===== src/xcfd_pkg.sv =====
// ----------------------------------------------------------------------------
// xcfd_pkg - shared types and constants for the XOR checksum frame decoder
// Frame phases, result kind codes and fixed frame constants.
// ----------------------------------------------------------------------------
package xcfd_pkg;

	localparam logic [7:0]  SOF_BYTE    = 8'hFE;
	localparam logic [15:0] LIMIT_RESET = 16'd1024;

	localparam int DATA_W  = 8;
	localparam int WORD_W  = 16;
	localparam int TDATA_W = 56;

	// one-hot frame phase
	typedef enum logic [6:0] {
		PH_HUNT    = 7'b0000001,
		PH_FUNC_HI = 7'b0000010,
		PH_FUNC_LO = 7'b0000100,
		PH_LEN_HI  = 7'b0001000,
		PH_LEN_LO  = 7'b0010000,
		PH_PAYLOAD = 7'b0100000,
		PH_CHECK   = 7'b1000000
	} phase_t;

	typedef enum logic [1:0] {
		KIND_PAYLOAD  = 2'd0,
		KIND_SUM_GOOD = 2'd1,
		KIND_SUM_BAD  = 2'd2
	} kind_t;

	localparam logic REG_LENGTH_LIMIT = 1'b0;

endpackage


===== src/xor_checksum_frame_decoder.sv =====
// ----------------------------------------------------------------------------
// xor_checksum_frame_decoder - byte stream deframer with XOR checksum
// Hunts for 0xFE, collects function code and length, streams payload beats
// with their index and ends each frame under the length limit with a checksum good/bad beat.
// ----------------------------------------------------------------------------
// Path: an accepted byte is held in the input register, then the decode step
//   writes its result beat into the output register.
// Throughput: one byte per cycle unless a result byte meets a full, stalled output; one phase/XOR update per byte.
// Output stalls back up into the input register, then hold off s_tready.
// Reset (arst_n low, asynchronous): phase to hunting, state and counters
//   cleared, no beats in flight, length_limit back to 1024.
module xor_checksum_frame_decoder
	import xcfd_pkg::*;
(
	input  logic               clk,
	input  logic               arst_n,
	// input byte stream
	input  logic               s_tvalid,
	output logic               s_tready,
	input  logic [7:0]         s_tdata,    // [7:0] rx_byte
	// result stream
	output logic               m_tvalid,
	input  logic               m_tready,
	// [7:0] data_byte, [23:8] byte_index, [39:24] function_code,
	// [55:40] payload_length
	output logic [TDATA_W-1:0] m_tdata,
	output logic [1:0]         m_tuser,    // [1:0] kind
	// configuration
	input  logic               psel,
	input  logic               penable,
	input  logic               pwrite,
	input  logic [2:0]         paddr,
	input  logic [31:0]        pwdata,
	output logic [31:0]        prdata,
	output logic               pready
);

	// configuration register
	logic [WORD_W-1:0] length_limit_q;

	assign pready = 1'b1;

	always_ff @(posedge clk or negedge arst_n) begin
		if (!arst_n) begin
			length_limit_q <= LIMIT_RESET;
		end else if (psel && penable && pwrite && pready && paddr[2] == REG_LENGTH_LIMIT) begin
			length_limit_q <= pwdata[WORD_W-1:0];
		end
	end

	always_comb begin
		prdata = 32'd0;
		if (paddr[2] == REG_LENGTH_LIMIT) begin
			prdata = {16'd0, length_limit_q};
		end
	end

	// input register
	logic              in_v_s1;
	logic [DATA_W-1:0] in_byte_s1;

	// frame state
	phase_t            phase_q;
	logic [WORD_W-1:0] function_q;
	logic [WORD_W-1:0] length_q;
	logic [WORD_W-1:0] count_q;
	logic [DATA_W-1:0] xor_q;

	// output register
	logic              out_v_q;
	kind_t             out_kind_q;
	logic [DATA_W-1:0] out_data_q;
	logic [WORD_W-1:0] out_index_q;
	logic [WORD_W-1:0] out_func_q;
	logic [WORD_W-1:0] out_len_q;

	// decode step
	phase_t            phase_d;
	logic [WORD_W-1:0] function_d;
	logic [WORD_W-1:0] length_d;
	logic [WORD_W-1:0] count_d;
	logic [DATA_W-1:0] xor_d;
	logic [WORD_W-1:0] count_inc;
	logic [WORD_W-1:0] len_full;
	logic              res_v;
	kind_t             res_kind;
	logic [WORD_W-1:0] res_index;
	logic              adv;

	assign count_inc = count_q + 16'd1;
	assign len_full  = {length_q[15:8], in_byte_s1};

	always_comb begin
		phase_d    = phase_q;
		function_d = function_q;
		length_d   = length_q;
		count_d    = count_q;
		xor_d      = xor_q ^ in_byte_s1;
		res_v      = 1'b0;
		res_kind   = KIND_PAYLOAD;
		res_index  = count_q;
		case (phase_q)
			PH_FUNC_HI: begin
				function_d = {in_byte_s1, 8'd0};
				phase_d    = PH_FUNC_LO;
			end
			PH_FUNC_LO: begin
				function_d = {function_q[15:8], in_byte_s1};
				phase_d    = PH_LEN_HI;
			end
			PH_LEN_HI: begin
				length_d = {in_byte_s1, 8'd0};
				phase_d  = PH_LEN_LO;
			end
			PH_LEN_LO: begin
				length_d = len_full;
				count_d  = '0;
				if (len_full == '0) begin
					phase_d = PH_CHECK;
				end else if (len_full < length_limit_q) begin
					phase_d = PH_PAYLOAD;
				end else begin
					phase_d = PH_HUNT;
				end
			end
			PH_PAYLOAD: begin
				res_v   = 1'b1;
				count_d = count_inc;
				if (count_inc >= length_q) begin
					phase_d = PH_CHECK;
				end
			end
			PH_CHECK: begin
				res_v     = 1'b1;
				res_kind  = (xor_q == in_byte_s1) ? KIND_SUM_GOOD : KIND_SUM_BAD;
				res_index = '0;
				xor_d     = xor_q;
				phase_d   = PH_HUNT;
			end
			default: begin
				// hunting: anything but the start byte is dropped
				xor_d = xor_q;
				if (in_byte_s1 == SOF_BYTE) begin
					xor_d   = SOF_BYTE;
					count_d = '0;
					phase_d = PH_FUNC_HI;
				end
			end
		endcase
	end

	// a byte with no result moves on even when the output is full
	assign adv      = in_v_s1 && (!res_v || !out_v_q || m_tready);
	assign s_tready = !in_v_s1 || adv;

	always_ff @(posedge clk or negedge arst_n) begin
		if (!arst_n) begin
			in_v_s1 <= 1'b0;
		end else if (s_tready) begin
			in_v_s1 <= s_tvalid;
		end
	end

	always_ff @(posedge clk) begin
		if (s_tready && s_tvalid) begin
			in_byte_s1 <= s_tdata;
		end
	end

	always_ff @(posedge clk or negedge arst_n) begin
		if (!arst_n) begin
			phase_q    <= PH_HUNT;
			function_q <= '0;
			length_q   <= '0;
			count_q    <= '0;
			xor_q      <= '0;
		end else if (adv) begin
			phase_q    <= phase_d;
			function_q <= function_d;
			length_q   <= length_d;
			count_q    <= count_d;
			xor_q      <= xor_d;
		end
	end

	always_ff @(posedge clk or negedge arst_n) begin
		if (!arst_n) begin
			out_v_q <= 1'b0;
		end else if (adv && res_v) begin
			out_v_q <= 1'b1;
		end else if (m_tready) begin
			out_v_q <= 1'b0;
		end
	end

	always_ff @(posedge clk) begin
		if (adv && res_v) begin
			out_kind_q  <= res_kind;
			out_data_q  <= in_byte_s1;
			out_index_q <= res_index;
			out_func_q  <= function_q;
			out_len_q   <= length_q;
		end
	end

	assign m_tvalid = out_v_q;
	assign m_tdata  = {out_len_q, out_func_q, out_index_q, out_data_q};
	assign m_tuser  = out_kind_q;

	// payload beats always fall inside the decoded length
	a_index_in_range: assert property (@(posedge clk) disable iff (!arst_n)
		m_tvalid && m_tuser == KIND_PAYLOAD |-> m_tdata[23:8] < m_tdata[55:40])
		else $error("payload beat index beyond frame length");

	// end beats carry a zero index
	a_end_index_zero: assert property (@(posedge clk) disable iff (!arst_n)
		m_tvalid && m_tuser != KIND_PAYLOAD |-> m_tdata[23:8] == '0)
		else $error("end beat with nonzero index");

	// in the payload phase the count stays below a nonzero length
	a_count_bound: assert property (@(posedge clk) disable iff (!arst_n)
		phase_q == PH_PAYLOAD |-> length_q != '0 && count_q < length_q)
		else $error("payload count out of range");

	// a blocked byte waits in the input register unchanged
	a_hold_s1: assert property (@(posedge clk) disable iff (!arst_n)
		in_v_s1 && !adv |=> in_v_s1 && $stable(in_byte_s1))
		else $error("input register lost a blocked byte");

	// a new result is only written when the output slot is free or draining
	a_no_overwrite: assert property (@(posedge clk) disable iff (!arst_n)
		out_v_q && !m_tready |=> $stable(m_tdata) && $stable(m_tuser))
		else $error("stalled result overwritten");

endmodule

===== config.mk =====
export PLATFORM = sky130hd
export DESIGN_NAME = xor_checksum_frame_decoder
export DESIGN_NICKNAME = d
export VERILOG_FILES = /design/src/xcfd_pkg.sv /design/src/xor_checksum_frame_decoder.sv
export SDC_FILE = /design/constraint.sdc
export NUM_CORES = 1
export LEC_CHECK = 0
export ABC_AREA = 1
export BUFFER_PORTS_ARGS = -buffer_cell sky130_fd_sc_hd__buf_2
export CAP_MARGIN = 20
export CELL_PAD_IN_SITES_DETAIL_PLACEMENT = 0
export CELL_PAD_IN_SITES_GLOBAL_PLACEMENT = 1
export CORE_UTILIZATION = 40
export CTS_CLUSTER_SIZE = 28
export DETAILED_ROUTE_END_ITERATION = 16
export PLACE_DENSITY_LB_ADDON = 0.1
export SETUP_SLACK_MARGIN = 0.4
export SLEW_MARGIN = 20
export SYNTH_ARGS = -nofsm -noshare
export SYNTH_HDL_FRONTEND = slang
export SYNTH_SLANG_ARGS = --single-unit

===== constraint.sdc =====
create_clock -name clk -period 3.6 [get_ports clk]
set_clock_uncertainty 0.15 [all_clocks]
set_input_delay 0.54 -clock clk [delete_from_list [all_inputs] [get_ports clk]]
set_output_delay 0.54 -clock clk [all_outputs]
set_load 0.01 [all_outputs]

Word level (Yosys, flattened, before mapping)
Index checks and enable logic that the tools add are counted.
{"block": "op_classes", "n_addsub": 1, "bitwise_logic": 6, "n_eq_ne": 9, "reduce_logical": 29, "mux": 16, "order_cmp": 2}
{"op": "$pmux 16 s2", "n": 2}
{"op": "$pmux 16 s3", "n": 1}
{"op": "$pmux 7 s6", "n": 1}
{"op": "$mux 16", "n": 2}
{"op": "$mux 7", "n": 3}
{"op": "$add 16x1->16 const B", "n": 1}
{"op": "$ge 16x16->1", "n": 1}
{"op": "$logic_not 16->1", "n": 1}
{"op": "$lt 16x16->1", "n": 1}
{"op": "$pmux 8 s2", "n": 1}
{"op": "$reduce_and 3->1", "n": 5}
{"op": "$eq 8x8->1", "n": 1}
{"op": "$eq 8x8->1 const B", "n": 1}
{"op": "$mux 8", "n": 1}
{"op": "$reduce_bool 2->1", "n": 4}
{"op": "$xor 8x8->8", "n": 1}
{"op": "$eq 7x2->1 const B", "n": 1}
{"op": "$eq 7x3->1 const B", "n": 1}
{"op": "$eq 7x4->1 const B", "n": 1}
{"op": "$eq 7x5->1 const B", "n": 1}
{"op": "$eq 7x6->1 const B", "n": 1}
{"op": "$eq 7x7->1 const B", "n": 1}
{"op": "$reduce_bool 7->1", "n": 1}
{"op": "$logic_and 1x1->1", "n": 6}
{"op": "12 further kinds", "n": 23}
{"block": "totals", "elab_cells": 79, "regBits": 147}

Logic depth before layout (Yosys ltp)
Gate-level depths: netlist of run 1.
{"block": "depth", "word_depth": 9, "mapped_depth": 18, "depth_no_buf": 18}

Worst setup path after synthesis of run 1
OpenSTA, ideal clock, no wires.
{"block": "synth_timing", "path_kind": "flip-flop to flip-flop", "from": "reg phase_q[0]", "to": "reg out_kind_q[0], in the netlist m_tuser[0], enable pin", "slack_ps": 672, "arrival_time_ps": 2366, "setup_ps": 412, "n_path_buf": 0, "path_stages_with_launch": 9, "required_time_ps": 3038, "synth_period_minus_slack_ps": 2928, "cell_sequence": "dfstp_2 nor2_4 nand3_4 nor2_4 o21ai_2 nand2_2 inv_2 o21ai_0 inv_1"}
{"block": "synth_via", "elab_chain_len": 8, "elab_cells_between_ends": 9}
{"item": "from (decl)", "line": "xor_checksum_frame_decoder.sv:63", "text": "phase_t phase_q;"}
{"item": "from (signal assigned)", "line": "xor_checksum_frame_decoder.sv:178", "text": "phase_q <= phase_d;"}
{"item": "$eq 7x7->1 / $eq 7x6->1 (equally long branches)", "line": "xor_checksum_frame_decoder.sv:102", "text": "case (phase_q)"}
{"item": "$reduce_or 2->1 (no line) (*)"}
{"item": "$mux 1 (*)", "line": "xor_checksum_frame_decoder.sv:102"}
{"item": "$logic_not 1->1", "line": "xor_checksum_frame_decoder.sv:153", "text": "assign adv = in_v_s1 && (!res_v || !out_v_q || m_tready);"}
{"item": "$logic_or 1x1->1 (2 in a row)", "line": "xor_checksum_frame_decoder.sv:153"}
{"item": "$logic_and 1x1->1", "line": "xor_checksum_frame_decoder.sv:153"}
{"item": "$logic_and 1x1->1 (*)", "line": "xor_checksum_frame_decoder.sv:197", "text": "if (adv && res_v) begin"}
{"item": "to (signal assigned)", "line": "xor_checksum_frame_decoder.sv:198", "text": "out_kind_q <= res_kind;"}
{"item": "to (decl)", "line": "xor_checksum_frame_decoder.sv:71", "text": "kind_t out_kind_q;"}
Every way passes the cells marked *; elsewhere a longest branch is shown, timed or not.
A chain may end at the register's enable or synchronous reset.

Worst setup path in the final report of run 1
{"block": "layout_timing", "from": "reg count_q[0]", "to": "reg phase_q[1]"}
{"block": "layout_via", "elab_chain_len": 4}
{"item": "from (decl)", "line": "xor_checksum_frame_decoder.sv:66", "text": "logic [WORD_W-1:0] count_q;"}
{"item": "from (signal assigned)", "line": "xor_checksum_frame_decoder.sv:181", "text": "count_q <= count_d;"}
{"item": "$add 16x1->16", "line": "xor_checksum_frame_decoder.sv:90", "text": "assign count_inc = count_q + 16'd1;"}
{"item": "$ge 16x16->1", "line": "xor_checksum_frame_decoder.sv:129", "text": "if (count_inc >= length_q) begin"}
{"item": "$ne 2x2->1 (no line)"}
{"item": "$reduce_and 3->1 (no line)"}
Every way passes these cells.

==> impl_results.md, run 1 <==
- Status: finished clean
- First-pass GRT wire length: 24,700 um
- Fin nets: 926
- Syn avg cell area: 9.71 um2
- Rows: 48
- Num CTS Buffers: 17
- Post-Syn Area: 7100 um2
- Max-cap viol count: 0
- Seq cells post-synth: 147
- DRC: 0
- Fin crit period: 2.83 ns
- CTS H-tree depth: 4
- Final hold violations: 0
- Async SR Flop Fraction: 55.1%
- Via count: 5,104
- Final period util: 78.6%
- Fmax achieved: 0.353 GHz
- Synth area leaders: edfxtp_1 (28%), dfrtp_1 (28%), nand2_1 (8.0%), ha_1 (5.6%), inv_1 (5.1%)
- Overflow after GRT: 0
- Slowest CP cell: dfrtp_1
- Critical path's top delay family: simple AND/OR/NAND/NOR gates
- Tot GR Track Use: 18.0%
- RSZ-0062 raised after global routing: false
- Main synth FF type: dfrtp_1
- Area Growth Syn to Fin: 18.2%
- Antenna Nets Post-Route: 0
- Post-Syn Instances: 731
- Yosys warns: 0
- Register area share after synthesis: 56.5%
- Number of synthesized flops with an enable pin: 66
- Initial Util: 41.0%
- Slew @ Worst Pin: 0.752 ns
- CP bufs+invs: 1
- Crit path capture type: flip-flop
- Pwr/cell area: 671 nW/um2
- Crit-path max FO: 11
- GPL Wtd Cong: 0.822
- WL/cell: 14.2 um
- Cts hold-fix bufs: 0
- Crit-path most repeated cell: nand2_1
- Worst skew pair latency: 0.43 ns
- I/O pin cnt: 143
- Worst Hold Slack: 0.0179 ns
- Port buffer count: 107
- Slew HR: 49.9%
- Area of the multi-input gates: 2520 um2
- Starting DRC count in detailed routing: 316
- Final WL: 15,400 um
- Critical Path Start Type: flip-flop
- Post-synth top area share: 27.9%
- CP required: 3.76 ns
- N_diodes: 0
- Final total power: 0.00562 W
- Worst EP arrival: 2.99 ns
- 1st-pass router iterations: 4
- CTS tree: yes
- Setup_tns: 0 ns
- Vias in the first global route: 4,826
- Core area: 17,300 um2
- Worst path cell trace: ha_1, nand3_1, nor3_2, nand3_1, xor2_1, inv_1, ha_1, nand2_1, nor3_1, nand2_1, nand4_1, nand2_4, nand2_1, o21ai_2
- Die height: 135 um
- Post-CTS Resized: 0
- Cell variety after synth: 32
- Maximum vdd drop: 364 uV
- Clock Pin Slew Worst Setup and Hold Paths: 0.06 ns
- Share of cells above drive strength 1: 23.2%
- Lkg Pwr: 4.03 nW
- Area leader, netlist: edfxtp_1
- Setup Viol. Count Final: 0
- Clk root buf: clkbuf_16
- Setup bufs post-CTS: 0
- Slew Viols, Final: 0
- Die area: 18,300 um2
- Kind of critical path: flip-flop to flip-flop
- # fillers: 1,654
- Clock tree buffer depth: 2
- CTS Sinks: 147
- Slowest cell delay on critical path: 0.44 ns
- Die Wd: 135 um
- Antenna violations before repair: 0
- Worst Hold Class: input port to asynchronous set/reset pin
- DP HPWL: 11,300 um
- Largest net degree at the start of global routing: 57
- Vias per cell: 4.72
- Register area: 4010 um2
stage by stage:
step | area [um2] | std cells | setup slack (ns) | util, %
2_1_floorplan | 7150 | 746 | 0.672 | -
3_3_place_gp | 7770 | 1050 | 0.516 | 44.9
3_5_place_dp | 7770 | 1050 | 0.522 | 44.9
4_1_cts | 8370 | 1082 | 0.493 | 48.4
5_1_grt | 8380 | 1082 | 0.471 | 48.5
6_report | 8380 | 1082 | 0.771 | 48.5
registers in the layout, summed over array words and instances, names as in the netlist, 2 cells and up:
name	count
xor_q	8
length_q	16
length_limit_q	16
function_q	16
out_func_q	16
in_byte_s1	8
m_tuser	2
out_data_q	8
out_index_q	16
count_q	16
phase_q	7
out_len_q	16
layer usage:
metal | vias to the layer above | GRT usage, % | part of all wire, %
met2 | 122 | 29.4 | 48
met4 | 0 | 5.87 | 1.3
met3 | 20 | 4.45 | 4.1
li1 | 2558 | - | -
met1 | 2404 | 23.4 | 46
met5 | - | 0 | 0
area by class of cell:
cell class,instances,area share [%]
clock buffers,18,5.12
clock inverters,14,1.98
inverters,101,4.52
multi-input cells,464,30.1
flip-flops and latches,147,47.8
well taps,225,3.36
repair buffers,113,7.10
where the power goes:
group / leakage [nW] / total (W) / internal (W) / switching (W)
logic: 2.08 / 0.00148 / 0.000524 / 0.000960
registers: 1.66 / 0.00234 / 0.00211 / 0.000233
clock network: 0.288 / 0.00180 / 0.00104 / 0.000755
total: 4.03 / 0.00562 / 0.00368 / 0.00195
placed cells by master, fill, tap and decap left out, types with 3 or more instances in the layout:
cell type and count:
conb_1 17, a21oi_1 29, nor2_2 3, inv_2 6
nand4_1 12, o21ai_2 21, nand2_1 149, nor2_1 87
buf_2 106, inv_8 3, clkbuf_16 17, nor3_1 8
o21ai_0 25, inv_1 95, dfrtp_1 79, ha_1 32
inv_6 5, xor2_1 18, nand2_2 11, nor2_4 4
nand3_1 11, edfxtp_1 66, buf_4 6, o21ai_1 23
synthesized netlist by cell type (3+ instances only):
cell and number:
a21oi_1 29, buf_2 3, buf_4 17, buf_6 8, clkbuf_1 6, dfrtp_1 79
edfxtp_1 66, ha_1 32, inv_1 96, inv_2 5, nand2_1 151, nand2_2 10
nand3_1 11, nand4_1 12, nor2_1 87, nor2_2 3, nor2_4 4, nor3_1 9
o21ai_0 25, o21ai_1 23, o21ai_2 21, xor2_1 18
final timing paths:
path | to | depth (start not counted) | from | slack [ns]
setup / recovery | phase_q[1]$_DFFE_PN0P_ | 14 | count_q[0]$_DFFE_PN0P_ | 0.77
hold / removal | function_q[11]$_DFFE_PN0P_ | 1 | arst_n | 0.02
min in group clk | in_byte_s1[6]$_DFFE_PP_ | 1 | s_tdata[6] | 0.14
hold reg to reg | out_func_q[14]$_DFFE_PP_ | 0 | function_q[14]$_DFFE_PN0P_ | 0.30
max in group asynchronous | length_limit_q[10]$_DFFE_PN1P_ | 2 | arst_n | 2.51
setup reg to reg | phase_q[1]$_DFFE_PN0P_ | 14 | count_q[0]$_DFFE_PN0P_ | 0.77
cell families after synthesis:
family | count (synthesis) | synth area share [%]
other | 2 | 0.106
AOI/OAI and AO/OA | 99 | 8.13
buffers and inverters | 135 | 8.94
adders and majority gates | 32 | 5.64
DFF | 147 | 56.5
and+or+nand+nor | 296 | 18.2
xor gates and xnor gates | 20 | 2.47
No activity file was read; power rests on OpenSTA's default activity.
==> run 2: changes to the inputs <==
CORE_UTILIZATION = 38   (was 40)
clock period = 2.45 ns   (was 3.6 ns; I/O delays follow)
==> run 2 against run 1 <==
Compared with the run above:
- the flow now finishes with violations (DRC, setup timing)
- register-to-register slack got worse by 0.92 ns
- via count rose by 10%
- first-iteration DRC count fell by 4.1%
- critical path depth rose by 3
- worst hold slack improved by 0.0039 ns
- largest cell class unchanged
==> impl_results.md, run 2 (synthesis gave the netlist of run 1 again) <==
- Slowest cell delay on critical path: 0.46 ns (was 0.44 ns)
- 1st-pass router iterations: 10 (was 4)
- Crit-path most repeated cell: buf_4 (was nand2_1)
- I/O pin cnt: 143 (unchanged)
- First-pass GRT wire length: 28,900 um (was 24,700 um)
- Slew HR: 63.1% (was 49.9%)
- Vias in the first global route: 5,563 (was 4,826)
- Die Wd: 139 um (was 135 um)
- Commonest non-fill, non-tap cells in the layout: nand2_1 (128), buf_2 (105), inv_1 (82) (was nand2_1 (149), buf_2 (106), inv_1 (95))
- Slew Viols, Final: 0 (unchanged)
- Starting DRC count in detailed routing: 303 (was 316)
- Area post-placement: 8170 um2 (was 7770 um2)
- DRC: 6 (was 0)
- Crit path capture type: flip-flop (unchanged)
- Max-cap viol count: 0 (unchanged)
- Post-layout instance area: 9880 um2 (was 8380 um2)
- Routed wl met3: 840 um (was 629 um)
- Initial Util: 39.1% (was 41.0%)
- Maximum vdd drop: 576 uV (was 364 uV)
- Antenna violations before repair: 0 (unchanged)
- Metal1 wirelength: 8130 um (was 7130 um)
- CP bufs+invs: 11 (was 1)
- Final hold violations: 0 (unchanged)
- Fin crit period: 2.60 ns (was 2.83 ns)
- Overflow after GRT: 0 (unchanged)
- Lkg Pwr: 4.70 nW (was 4.03 nW)
- Final WL: 18,400 um (was 15,400 um)
- Slew @ Worst Pin: 0.553 ns (was 0.752 ns)
- Clk root buf: clkbuf_16 (unchanged)
- Largest net degree at the start of global routing: 47 (was 57)
- Commonest non-fill, non-tap cell in the layout: nand2_1 (unchanged)
- DP HPWL: 12,100 um (was 11,300 um)
- Register area: 4020 um2 (was 4010 um2)
- RSZ-0062 raised after global routing: true (was false)
- Fmax achieved: 0.385 GHz (was 0.353 GHz)
- Final period util: 106% (was 78.6%)
- Worst path cell trace: ha_4, nand3_4, buf_4, inv_4, nand3_4, xor2_2, inv_2, buf_4, buf_4, buf_4, buf_4, buf_4, buf_4, buf_4, buf_4, nand2_1, o21ai_1 (was ha_1, nand3_1, nor3_2, nand3_1, xor2_1, inv_1, ha_1, nand2_1, nor3_1, nand2_1, nand4_1, nand2_4, nand2_1, o21ai_2)
- Num CTS Buffers: 17 (unchanged)
- WL/cell: 15.6 um (was 14.2 um)
- Kind of critical path: flip-flop to flip-flop (unchanged)
- Critical Path Start Type: flip-flop (unchanged)
- Met2 WL: 9020 um (was 7440 um)
- Area of the multi-input gates: 2950 um2 (was 2520 um2)
- Core area: 18,100 um2 (was 17,300 um2)
- Fin nets: 1,022 (was 926)
- CTS tree: yes (unchanged)
- Crit-path max FO: 3 (was 11)
- Die height: 139 um (was 135 um)
- Pwr/cell area: 918 nW/um2 (was 671 nW/um2)
- Port buffer count: 107 (unchanged)
- Worst skew pair latency: 0.43 ns (about the same)
- Setup Viol. Count Final: 8 (was 0)
- DR top layer: met4 (unchanged)
- Slowest CP cell: dfrtp_2 (was dfrtp_1)
- CP required: 2.62 ns (was 3.76 ns)
- Clock Pin Slew Worst Setup and Hold Paths: 0.07 ns (was 0.06 ns)
- Status: finished with violations (was finished clean)
- Tot GR Track Use: 19.5% (was 18.0%)
- N_diodes: 0 (unchanged)
- Rows: 49 (was 48)
- Area Growth Syn to Fin: 39.2% (was 18.2%)
- Die area: 19,200 um2 (was 18,300 um2)
- GPL Wtd Cong: 0.795 (was 0.822)
- Critical path's top delay family: buffers and inverters (was simple AND/OR/NAND/NOR gates)
- Worst Hold Class: input port to flip-flop (was input port to asynchronous set/reset pin)
- Final WS setup: -0.147 ns (was 0.771 ns)
- Vias per cell: 4.77 (was 4.72)
- Worst EP arrival: 2.77 ns (was 2.99 ns)
- CTS Sinks: 147 (unchanged)
- Via count: 5,636 (was 5,104)
- Failing checks: DRC, setup timing
- Worst Hold Slack: 0.0218 ns (was 0.0179 ns)
- Antenna Nets Post-Route: 0 (unchanged)
- Share of cells above drive strength 1: 37.6% (was 23.2%)
- CTS H-tree depth: 4 (unchanged)
- Clock tree buffer depth: 2 (unchanged)
- # fillers: 1,623 (was 1,654)
[run 2: cell count changes in the layout (fill, tap and decap cells not counted), sizes merged]
cell	change
buf	+80
dlygate4sd3	+10
clkbuf	+3
clkinv	+3
inv	-2
nand2	+1
nand3	+1
[run 2: worst paths after layout]
kind                                            start                             end  slack, ns  cells after the start
max reg2reg                    count_q[1]$_DFFE_PN0P_         count_q[12]$_DFFE_PN0P_      -0.15                     17
max                            count_q[1]$_DFFE_PN0P_         count_q[12]$_DFFE_PN0P_      -0.15                     17
max in group asynchronous                      arst_n  length_limit_q[10]$_DFFE_PN1P_       1.12                      3
min                                        pwdata[10]  length_limit_q[10]$_DFFE_PN1P_       0.02                      3
min in group asynchronous                      arst_n      function_q[12]$_DFFE_PN0P_       0.32                      2
min reg2reg                function_q[14]$_DFFE_PN0P_        out_func_q[14]$_DFFE_PP_       0.31                      0
[run 2: where the power goes]
group	switching (W)	total [W]	internal [W]
registers	0.000328	0.00343	0.00310
clock network	0.00116	0.00270	0.00155
logic	0.00177	0.00293	0.00116
total	0.00325	0.00906	0.00581
[run 2: area by class of cell]
class / count / share of cell area [%]
inverter: 101 / 3.98
multi-input combinational: 466 / 29.9
clock inverter: 15 / 1.93
tap: 229 / 2.90
sequential: 147 / 40.7
clock buffer: 17 / 4.31
timing repair buffer: 207 / 16.3
[run 2: what timing repair did]
action	4_1_cts	5_1_grt
setup buffers	24	9
hold buffers	10	0
pin swaps	26	22
setup endpoints to repair	66	112
endpoints found under the hold margin	44	0
cloned	3	7
gates resized for setup	57	63
[run 2: through the flow]
step / TNS [ns] / power (W) / setup slack [ns] / util (%) / std cells
2_1_floorplan: -4.24 / 0.00516 / -0.0732 / - / 746
3_3_place_gp: -1.62 / 0.00572 / -0.275 / 45.0 / 1097
3_5_place_dp: -2.08 / 0.00580 / -0.346 / 45.0 / 1097
4_1_cts: -0.738 / 0.00879 / -0.125 / 51.9 / 1166
5_1_grt: -1.97 / 0.00962 / -0.284 / 54.4 / 1182
6_report: -0.810 / 0.00906 / -0.147 / 54.4 / 1182
[run 2: tightest hold or removal path, stage by stage]
cell and delay (ns):
buf_2 0.10, nor2_1 0.09, a21oi_1 0.05
[run 2: per-layer routing]
layer / GRT usage (%) / vias to the layer above
li1: - / 2749
met1: 25.1 / 2697
met2: 32.0 / 153
met3: 4.52 / 37
met4: 7.31 / 0
met5: 0 / -
==> run 3: changes to the inputs <==
SETUP_SLACK_MARGIN = 0.05   (was 0.4)
==> run 3 against run 2 <==
Compared with the run above:
- the flow still finishes with violations (DRC, setup timing)
- final cell count shrank 1.9%
- fmax grew 1.1%
- via count shrank 3.7%
- critical path depth is the same
- wire length shrank 8.2%
- core utilization shrank 2.9 points
- sequential power is essentially flat
- non-clock buffer count shrank 21
- clock-buffer cell count is the same
- design area shrank 5.4%
- sequential share of layout area grew 2.3 points
- worst setup slack gained 0.028 ns
- critical endpoint unchanged
- largest cell class unchanged
- highest routed layer unchanged
==> impl_results.md, run 3 (synthesis gave the netlist of run 1 again) <==
- Status: finished with violations (unchanged)
- Failing checks: DRC, setup timing (unchanged)
- Final WL: 16,900 um (was 18,400 um)
- I/O pin cnt: 143 (unchanged)
- Worst Hold Class: input port to flip-flop (unchanged)
- Via count: 5,427 (was 5,636)
- DP HPWL: 12,100 um (unchanged)
- Final period util: 105% (was 106%)
- Final Non-Filler Cells: 1,159 (was 1,182)
- Num CTS Buffers: 17 (unchanged)
- Kind of critical path: flip-flop to flip-flop (unchanged)
- CTS Sinks: 147 (unchanged)
- Pwr/cell area: 930 nW/um2 (was 918 nW/um2)
- Clock tree buffer depth: 2 (unchanged)
- First-pass GRT wire length: 28,200 um (was 28,900 um)
- Clock Pin Slew Worst Setup and Hold Paths: 0.07 ns (about the same)
- Crit-path most repeated cell: buf_4 (unchanged)
- Antenna violations before repair: 0 (unchanged)
- Largest net degree at the start of global routing: 47 (unchanged)
- Slew HR: 64.4% (was 63.1%)
- Placed Cells: 1,097 (unchanged)
- Area post-placement: 8170 um2 (unchanged)
- Share of cells above drive strength 1: 33.8% (was 37.6%)
- WL/cell: 14.6 um (was 15.6 um)
- # fillers: 1,676 (was 1,623)
- Port buffer count: 107 (unchanged)
- Fmax achieved: 0.389 GHz (was 0.385 GHz)
- Critical Path Start Type: flip-flop (unchanged)
- Die height: 139 um (unchanged)
- Commonest non-fill, non-tap cell in the layout: nand2_1 (unchanged)
- Clk root buf: clkbuf_16 (unchanged)
- CP required: 2.62 ns (about the same)
- Worst EP arrival: 2.74 ns (was 2.77 ns)
- Final WS setup: -0.118 ns (was -0.147 ns)
- CP bufs+invs: 11 (unchanged)
- Max-cap viol count: 0 (unchanged)
- Final hold violations: 0 (unchanged)
- Critical path's top delay family: buffers and inverters (unchanged)
- Core area: 18,100 um2 (unchanged)
- Slew @ Worst Pin: 0.534 ns (was 0.553 ns)
- Crit-path max FO: 3 (unchanged)
- Overflow after GRT: 0 (unchanged)
- Die area: 19,200 um2 (unchanged)
- Commonest non-fill, non-tap cells in the layout: nand2_1 (138), buf_2 (106), inv_1 (87) (was nand2_1 (128), buf_2 (105), inv_1 (82))
- Initial Util: 39.1% (unchanged)
- Starting DRC count in detailed routing: 268 (was 303)
- Worst path cell trace: ha_4, nand3_4, buf_4, inv_4, nand3_4, xor2_2, inv_2, buf_4, buf_4, buf_4, buf_4, buf_4, buf_4, buf_4, buf_4, nand2_1, o21ai_1 (unchanged)
- Fin nets: 999 (was 1,022)
- CTS H-tree depth: 4 (unchanged)
- GPL Wtd Cong: 0.795 (unchanged)
- DRC: 6 (unchanged)
- RSZ-0062 raised after global routing: true (unchanged)
- Tot GR Track Use: 18.8% (was 19.5%)
- Area Growth Syn to Fin: 31.7% (was 39.2%)
- Slowest cell delay on critical path: 0.46 ns (about the same)
- Die Wd: 139 um (unchanged)
- Vias per cell: 4.68 (was 4.77)
- Dpl ws: -0.346 ns (unchanged)
- CTS tree: yes (unchanged)
- Reg-to-reg setup timing slack: -0.12 ns (was -0.15 ns)
- Setup Viol. Count Final: 8 (unchanged)
- Lkg Pwr: 4.46 nW (was 4.70 nW)
- Crit path capture type: flip-flop (unchanged)
- N_diodes: 0 (unchanged)
- Post-layout instance area: 9340 um2 (was 9880 um2)
- Vias in the first global route: 5,432 (was 5,563)
- Fin crit period: 2.57 ns (was 2.60 ns)
- Slew Viols, Final: 0 (unchanged)
- Maximum vdd drop: 556 uV (was 576 uV)
- Antenna Nets Post-Route: 0 (unchanged)
- Rows: 49 (unchanged)
- Slowest CP cell: dfrtp_2 (unchanged)
- 1st-pass router iterations: 10 (unchanged)
- Worst skew pair latency: 0.43 ns (about the same)
==> run 3: through the flow <==
step | setup TNS [ns] | utilization [%] | total power [W] | hold slack [ns]
2_1_floorplan | -4.24 | - | 0.00516 | -0.0781
4_1_cts | -0.747 | 50.7 | 0.00871 | 0.00684
6_report | -0.647 | 51.5 | 0.00869 | 0.0227
3_3_place_gp | -1.62 | 45.0 | 0.00572 | 0.225
3_5_place_dp | -2.08 | 45.0 | 0.00580 | 0.238
5_1_grt | -2.12 | 51.5 | 0.00926 | 0.0308
==> run 3: metal layers <==
layer | routed length (um) | vias to the layer above | track usage, %
li1 | - | 2702 | -
met2 | 8240 | 133 | 31.0
met3 | 738 | 24 | 4.21
met1 | 7630 | 2568 | 24.7
met5 | 0 | - | 0
met4 | 289 | 0 | 6.37
==> run 3: tightest hold or removal path: cells and delay by family <==
kind / cells / cell delay [ns]
and+or+nand+nor: 1 / 0.09
AOI/OAI and AO/OA: 1 / 0.05
buffers and inverters: 1 / 0.10
==> run 3: timing repair <==
| action | CTS | global route |
|---|---|---|
| pin swaps | 19 | 14 |
| resized for setup | 47 | 20 |
| hold buffers | 10 | 0 |
| setup buffers | 13 | 7 |
| endpoints found under the setup margin | 7 | 9 |
| hold endpoints to repair | 44 | 0 |
| gates cloned | 0 | 0 |
==> run 3: area by class of cell <==
cell class              count  area (um2)  area share, %
flip-flops and latches    147        4010           43.0
multi-input cells         464        2830           30.3
clock inverters            15         190           2.04
clock buffers              17         425           4.55
well taps                 229         287           3.07
inverters                 101         388           4.15
repair buffers            186        1210           12.9
==> run 3: power breakdown <==
| group | internal, W | leakage, nW | switching, W | total [W] |
|---|---|---|---|---|
| clock | 0.00155 | 0.297 | 0.00114 | 0.00269 |
| combinational | 0.000973 | 2.51 | 0.00160 | 0.00258 |
| sequential | 0.00310 | 1.66 | 0.000324 | 0.00342 |
==> run 3: path summary, 6_finish.rpt <==
check	from	endpoint	cells after the start
min in group asynchronous	arst_n	function_q[12]$_DFFE_PN0P_	2
min reg2reg	function_q[11]$_DFFE_PN0P_	out_func_q[11]$_DFFE_PP_	0
max reg2reg	count_q[1]$_DFFE_PN0P_	count_q[12]$_DFFE_PN0P_	17
max in group asynchronous	arst_n	length_limit_q[10]$_DFFE_PN1P_	3
max	count_q[1]$_DFFE_PN0P_	count_q[12]$_DFFE_PN0P_	17
min	pwdata[10]	length_limit_q[10]$_DFFE_PN1P_	3
